File: src/sv/fdbw_pkg.sv
package fdbw_pkg;

  // field widths of the stream words
  localparam int COORD_W      = 8;
  localparam int FRAG_DEPTH_W = 24;
  localparam int CHAN_W       = 8;
  localparam int NUM_CHAN     = 4;
  localparam int IN_TDATA_W   = 72;
  localparam int OUT_TDATA_W  = 40;

  // y * width + x, 8-bit row times 9-bit width plus carry room
  localparam int LIN_W = 18;

  // configuration port
  localparam int CFG_IDX_W  = 3;
  localparam int CFG_DATA_W = 9;
  localparam int SIZE_W     = 9;

  localparam logic [CFG_IDX_W-1:0] CFG_DEPTH_TEST   = 3'd0;
  localparam logic [CFG_IDX_W-1:0] CFG_DEPTH_MODE   = 3'd1;
  localparam logic [CFG_IDX_W-1:0] CFG_BLEND_ENABLE = 3'd2;
  localparam logic [CFG_IDX_W-1:0] CFG_FRAME_WIDTH  = 3'd3;
  localparam logic [CFG_IDX_W-1:0] CFG_FRAME_HEIGHT = 3'd4;

  localparam logic [SIZE_W-1:0] SIZE_RESET = 9'd256;

  // controller -> datapath
  typedef struct packed {
    logic load;       // latch the accepted input word
    logic clr_start;  // load clear walk bound, zero the walk counter
    logic clr_init;   // walk the whole store (power-up clear)
    logic clr_step;   // clear one entry, advance counter
    logic addr_en;    // register address and frame check
    logic rd_en;      // read both stores
    logic calc_en;    // depth compare and blend products
    logic commit;     // write stores, load fragment result
    logic emit_clr;   // load clear-done result
  } fdbw_cmd_t;

  // datapath -> controller
  typedef struct packed {
    logic clr_end;
    logic out_free;
  } fdbw_stat_t;

endpackage

File: src/sv/fdbw_ctrl.sv
module fdbw_ctrl import fdbw_pkg::*; (
  input  logic       clk,
  input  logic       rst_n,
  input  logic       in_tvalid,
  input  logic       in_tuser,
  output logic       in_tready,
  input  fdbw_stat_t stat,
  output fdbw_cmd_t  cmd
);

  typedef enum logic [8:0] {
    ST_INIT      = 9'b000000001,
    ST_INIT_WALK = 9'b000000010,
    ST_IDLE      = 9'b000000100,
    ST_ADDR      = 9'b000001000,
    ST_READ      = 9'b000010000,
    ST_CALC      = 9'b000100000,
    ST_WRITE     = 9'b001000000,
    ST_CLEAR     = 9'b010000000,
    ST_CDONE     = 9'b100000000
  } state_t;

  state_t state_r, state_nxt;

  always_ff @(posedge clk) begin
    if (!rst_n) begin
      state_r <= ST_INIT;
    end else begin
      state_r <= state_nxt;
    end
  end

  always_comb begin
    state_nxt = state_r;
    cmd       = '0;
    in_tready = 1'b0;
    case (state_r)
      ST_INIT: begin
        cmd.clr_start = 1'b1;
        cmd.clr_init  = 1'b1;
        state_nxt     = ST_INIT_WALK;
      end
      ST_INIT_WALK: begin
        if (stat.clr_end) begin
          state_nxt = ST_IDLE;
        end else begin
          cmd.clr_step = 1'b1;
        end
      end
      ST_IDLE: begin
        in_tready = 1'b1;
        if (in_tvalid) begin
          cmd.load = 1'b1;
          if (in_tuser) begin
            cmd.clr_start = 1'b1;
            state_nxt     = ST_CLEAR;
          end else begin
            state_nxt = ST_ADDR;
          end
        end
      end
      ST_ADDR: begin
        cmd.addr_en = 1'b1;
        state_nxt   = ST_READ;
      end
      ST_READ: begin
        cmd.rd_en = 1'b1;
        state_nxt = ST_CALC;
      end
      ST_CALC: begin
        cmd.calc_en = 1'b1;
        state_nxt   = ST_WRITE;
      end
      ST_WRITE: begin
        if (stat.out_free) begin
          cmd.commit = 1'b1;
          state_nxt  = ST_IDLE;
        end
      end
      ST_CLEAR: begin
        if (stat.clr_end) begin
          state_nxt = ST_CDONE;
        end else begin
          cmd.clr_step = 1'b1;
        end
      end
      ST_CDONE: begin
        if (stat.out_free) begin
          cmd.emit_clr = 1'b1;
          state_nxt    = ST_IDLE;
        end
      end
      default: begin
        state_nxt = ST_INIT;
      end
    endcase
  end

endmodule

File: config.mk
export PLATFORM = sky130hd
export DESIGN_NAME = fdbw_ctrl
export DESIGN_NICKNAME = d
export VERILOG_FILES = /design/src/sv/fdbw_pkg.sv /design/src/sv/fdbw_ctrl.sv
export SDC_FILE = /design/constraint.sdc
export NUM_CORES = 1
export LEC_CHECK = 0
export BUFFER_PORTS_ARGS = -buffer_cell sky130_fd_sc_hd__buf_4
export CAP_MARGIN = 5
export CORE_ASPECT_RATIO = 0.7
export CORE_UTILIZATION = 35
export DETAILED_ROUTE_END_ITERATION = 12
export GPL_TIMING_DRIVEN = 1
export HOLD_SLACK_MARGIN = 0.15
export PLACE_DENSITY = 0.66
export REMOVE_ABC_BUFFERS = 1
export SETUP_SLACK_MARGIN = 0.02
export SYNTH_ARGS = -nofsm -noshare
export SYNTH_HDL_FRONTEND = slang
export SYNTH_SLANG_ARGS = --single-unit
File: constraint.sdc
create_clock -name clk -period 1.74 [get_ports clk]
set_clock_uncertainty 0.15 [all_clocks]
set_input_delay 0.261 -clock clk [delete_from_list [all_inputs] [get_ports clk]]
set_output_delay 0.261 -clock clk [all_outputs]
set_load 0.02 [all_outputs]
==> results by stage <==
Outcome:
- The flow ran to the end, but the final reports show violations.
- The final reports fail on negative setup slack.

STA:
- The count of endpoints failing hold in the final timing report is 0.
- The total setup violations reported at the end of the flow is 15.
- The worst path in the final design needs a cycle of ~2100 ps, including I/O delays and setup.
- After layout, the worst setup slack is -338 ps.
- The worst-case headroom to the max-slew limit is 0.781.
- At the pin with the least slew margin, the transition time is 326 ps.
- The share of the clock period used by the worst path is 1.19.
- Final hold analysis gives a worst-case slack of 242 ps.
- Setup repair after global routing could not meet its margin everywhere.
- The number of pins with negative max-slew slack in the final report was 0.
- The peak clock frequency supported by timing is ~480 MHz.
- Setup total negative slack on the finished layout was measured at -2830 ps.

GRT:
- The routing usage on met2 is 0.494.
- The first global-routing pass estimated 3970 µm of wire.
- The maximum number of pins on one net before global-route repair is 7.
- For this run the aggregate overflow at the end of global routing stands at 0.
- The met1 global-route usage is 0.335.
- In the global route stage, overall resource usage came out at 0.286.
- The via count of the first global-routing pass came to 819.
- The initial antenna violation count is 0.
- The global routing stage identified its most utilized layer as met2.
- For met3 alone, demand over resource in global routing was 0.0952.

Worst setup path:
- The buffering stage count on the worst path with inverters included is 1.
- The endpoint class of the critical path is an output port.
- Walking the worst path, the cells encountered are nor4_4 > and4b_2 > nand3_2 > nand2b_4 > buf_6.
- In this run the critical register-to-register path is captured at state_r[8].
- By startpoint and endpoint, the worst setup path is classified as flip-flop to output port.
- The worst setup slack for register-to-register paths is -140 ps.
- The count of cells along the worst register-to-register path is 7.
- The required arrival time at the worst endpoint is 1330 ps.
- The delay of the slowest cell on the worst path is 370 ps.
- The launching point of the worst reg2reg path is state_r[5].
- The critical path crosses 5 cells after its start point.
- On the critical path the largest part of the delay comes from simple AND/OR/NAND/NOR gates.
- The standard cell with the maximum stage delay on the critical path is sky130_fd_sc_hd__dfxtp_4.
- The largest driver fanout on the critical path is 4.
- The kind of start point of the critical path is a flip-flop.
- The data arrival time of the critical path is 1670 ps.

Floorplanning:
- The count of pins on the block boundary is 16.
- The floorplan step defined a die boundary enclosing 0.00207 mm².
- The die width is 53.9 µm.
- The initial utilization of the core area, before any placement, comes to 0.393.
- The core outline area is roughly 0.0017 mm².
- The cell row count is 12.
- Measured along the y axis, the die boundary spans 38.4 µm.

Clock network:
- The buffer type at the clock tree root is sky130_fd_sc_hd__clkbuf_4.
- The number of sinks driven by the clock tree is 9.
- The TritonCTS clock tree is done.
- In this run, CTS created clock tree buffers numbering 3.
- CTS built an H-tree with a depth of 1.
- The clock latency at the later pin of the worst-skew pair is 280 ps.
- Clock-pin slew was measured on the worst setup and hold paths at around 70 ps.
- The clock tree buffer depth is 2.

Synthesis:
- The number of synthesized flops with an enable pin is 0.
- The cell taking the most area after synthesis is sky130_fd_sc_hd__dfxtp_1.
- The number of distinct library cell variants in the gate-level netlist after synthesis is 35.
- The share of synthesized registers carrying an async set or reset is 0.
- Dividing the synthesized area by the synthesized cell count gives 9.05 µm².
- Synthesis produced 73 cells.
- During synthesis, Yosys emitted a total of 0 warnings.
- The count of state elements after synthesis is 9.
- Of the synthesized area, sequential elements account for 0.273.
- In the post-synthesis netlist, the biggest area contributors are sky130_fd_sc_hd__dfxtp_1 (27%), sky130_fd_sc_hd__nor3b_1 (6.8%), sky130_fd_sc_hd__xor2_1 (6.6%).
- The share of synthesized area in the top cell type comes to 0.273.
- Ranked by instance count, the synthesized netlist is headed by sky130_fd_sc_hd__dfxtp_1 (9), sky130_fd_sc_hd__nor2_1 (6), sky130_fd_sc_hd__nor3b_1 (6).
- The library cell with the highest instance count after synthesis is sky130_fd_sc_hd__dfxtp_1.
- The primary flip-flop cell chosen by synthesis mapping is sky130_fd_sc_hd__dfxtp_1.
- The cell area after technology mapping is 661 µm².

Final layout:
- The area growth from synthesis to final layout is 92.8%.
- The net count of the finished layout is 130.
- The largest register by flop count is state_r.
- After filler insertion, the fill cell instance count of the layout stands at 107.
- The flip-flop count of the largest register after layout is 9.
- In the final layout, the share of cells above drive strength 1 is 0.691.
- The footprint of the multi-input gates is between 500 and 600 µm².
- Across the whole layout, storage elements account for 206 µm².
- The antenna diode count is 0.
- Leaving out filler cells and counting taps, the final layout contains 144.
- In the final layout, the registers with the most flip-flops are state_r (9).

Job:
- The tool flagged a number of max-cap violations equal to 0.

Power:
- Of the total power, registers draw 0.317.
- Of the total power, combinational logic draws 0.433.
- The largest voltage drop on the vdd net is 546 µV.
- Of the total power, the clock network draws 0.250.
- In this run the power density over the cells is 567 mW/mm².
- The design draws roughly 0.72 mW.
- Summed over all nets, the switching power comes to around 0.26 mW.
- The internal power summed over all cells is between 0.4 and 0.5 mW.
- For this design the static power due to leakage is 0.563 nW.
- The switching power share of the total is 0.357.

Drt:
- The ratio of routed vias to standard cells is just under 6.
- The detailed router placed 836 vias in this run.
- The first routing iteration left 25 violations.
- In the final routed layout, each cell accounts on average for 20.1 µm.
- The antenna violation net count after detailed routing is 0.
- Wires add up to 2890 µm.
- In the routed design, unresolved DRC markers number 0.
- The number of detailed-route iterations in the first pass is 4.

Min path:
- The path with the worst hold slack has its endpoint at state_r[7].
- In this run the most critical hold path is launched from in_tvalid.
- The cell depth of the worst min-delay path is 4.
- The path class of the tightest hold or removal check is input pin to flip-flop.

Placed design:
- Prior to clock tree synthesis, the placed netlist has a worst setup slack of -170 ps.
- The weighted congestion at the end of routability-driven global placement is 0.872.
- Including well taps, the total number of placed cells is 122.
- The post-detailed-placement half-perimeter wirelength is 1380 µm.
- The count of buffers from port buffering is 15.
[stage by stage]
| stage | util | area [µm²] |
|---|---|---|
| 2_1_floorplan | - | 608 |
| 3_3_place_gp | 0.529 | 890 |
| 3_5_place_dp | 0.529 | 890 |
| 4_1_cts | 0.685 | 1150 |
| 5_1_grt | 0.757 | 1270 |
| 6_report | 0.757 | 1270 |
[cells by family (layout without fill, tap and decap cells)]
logic type | count (synthesis) | count (layout) | synth area share
multiplexers | 1 | 1 | 0.0152
flip-flops | 9 | 9 | 0.273
AO/OA/AOI/OAI | 13 | 13 | 0.144
buffers and inverters | 8 | 58 | 0.0909
XOR/XNOR | 5 | 5 | 0.0663
AND/OR/NAND/NOR | 37 | 37 | 0.411
[per-layer routing]
metal	up-vias	wire [µm]
li1	372	-
met4	0	55
met1	418	1200
met2	37	1470
met3	9	159
met5	-	0
[layout make-up]
type,count,area share
repair buffers,52,0.348
well taps,21,0.0206
flip-flops and latches,9,0.162
clock buffers,4,0.0206
multi-input cells,56,0.443
inverters,2,0.00589
[power by group through the flow]
stage / Sequential (mW) / Combinational (mW) / Clock [mW]
floorplan: 0.241 / 0.105 / 0
global placement: 0.236 / 0.198 / 0
detailed placement: 0.236 / 0.201 / 0
CTS: 0.231 / 0.268 / 0.180
global route: 0.230 / 0.328 / 0.191
finish: 0.229 / 0.312 / 0.181
[worst max path at each step]
stage                          start    endpoint
final                     state_r[5]      cmd[7]
after global routing      state_r[6]      cmd[2]
after CTS                 state_r[8]      cmd[7]
after detailed placement  state_r[6]  state_r[8]
after global placement    state_r[6]  state_r[8]
after floorplan           state_r[6]  state_r[6]
[layout by cell type, fill, tap and decap left out, drive strengths merged]
master | netlist | final
buf | 6 | 48
dfxtp | 9 | 9
nor2 | 6 | 6
nor3b | 6 | 6
xor2 | 5 | 5
dlygate4sd3 | 0 | 4
clkbuf | 0 | 4
o21ai | 4 | 4
nor4 | 3 | 3
nand2 | 3 | 3
inv | 2 | 2
and2 | 2 | 2
and3 | 2 | 2
and4b | 2 | 2
nand2b | 2 | 2
nand3 | 2 | 2
or4 | 2 | 2
a21oi | 2 | 2
o2111ai | 2 | 2
nor4b | 2 | 2
nor3 | 1 | 1
nand4b | 1 | 1
and4 | 1 | 1
nand4 | 1 | 1
o31ai | 1 | 1
a2111oi | 1 | 1
mux2i | 1 | 1
o211ai | 1 | 1
or2 | 1 | 1
o31a | 1 | 1
o21a | 1 | 1
[what timing repair did]
item | CTS | global route
pin swaps | 14 | 12
endpoints found under the hold margin | 5 | 0
hold buffers | 4 | 0
setup buffers | 11 | 5
setup endpoints to repair | 15 | 16
resized for setup | 32 | 18
[worst register-to-register path, delay by kind of cell (launching register included)]
| kind | cells | cell delay (ps) |
|---|---|---|
| AO/OA/AOI/OAI | 1 | 140 |
| buffers and inverters | 3 | 380 |
| AND/OR/NAND/NOR | 3 | 750 |
| flip-flops | 1 | 390 |
Note: power is estimated with default switching activity, not from simulation.
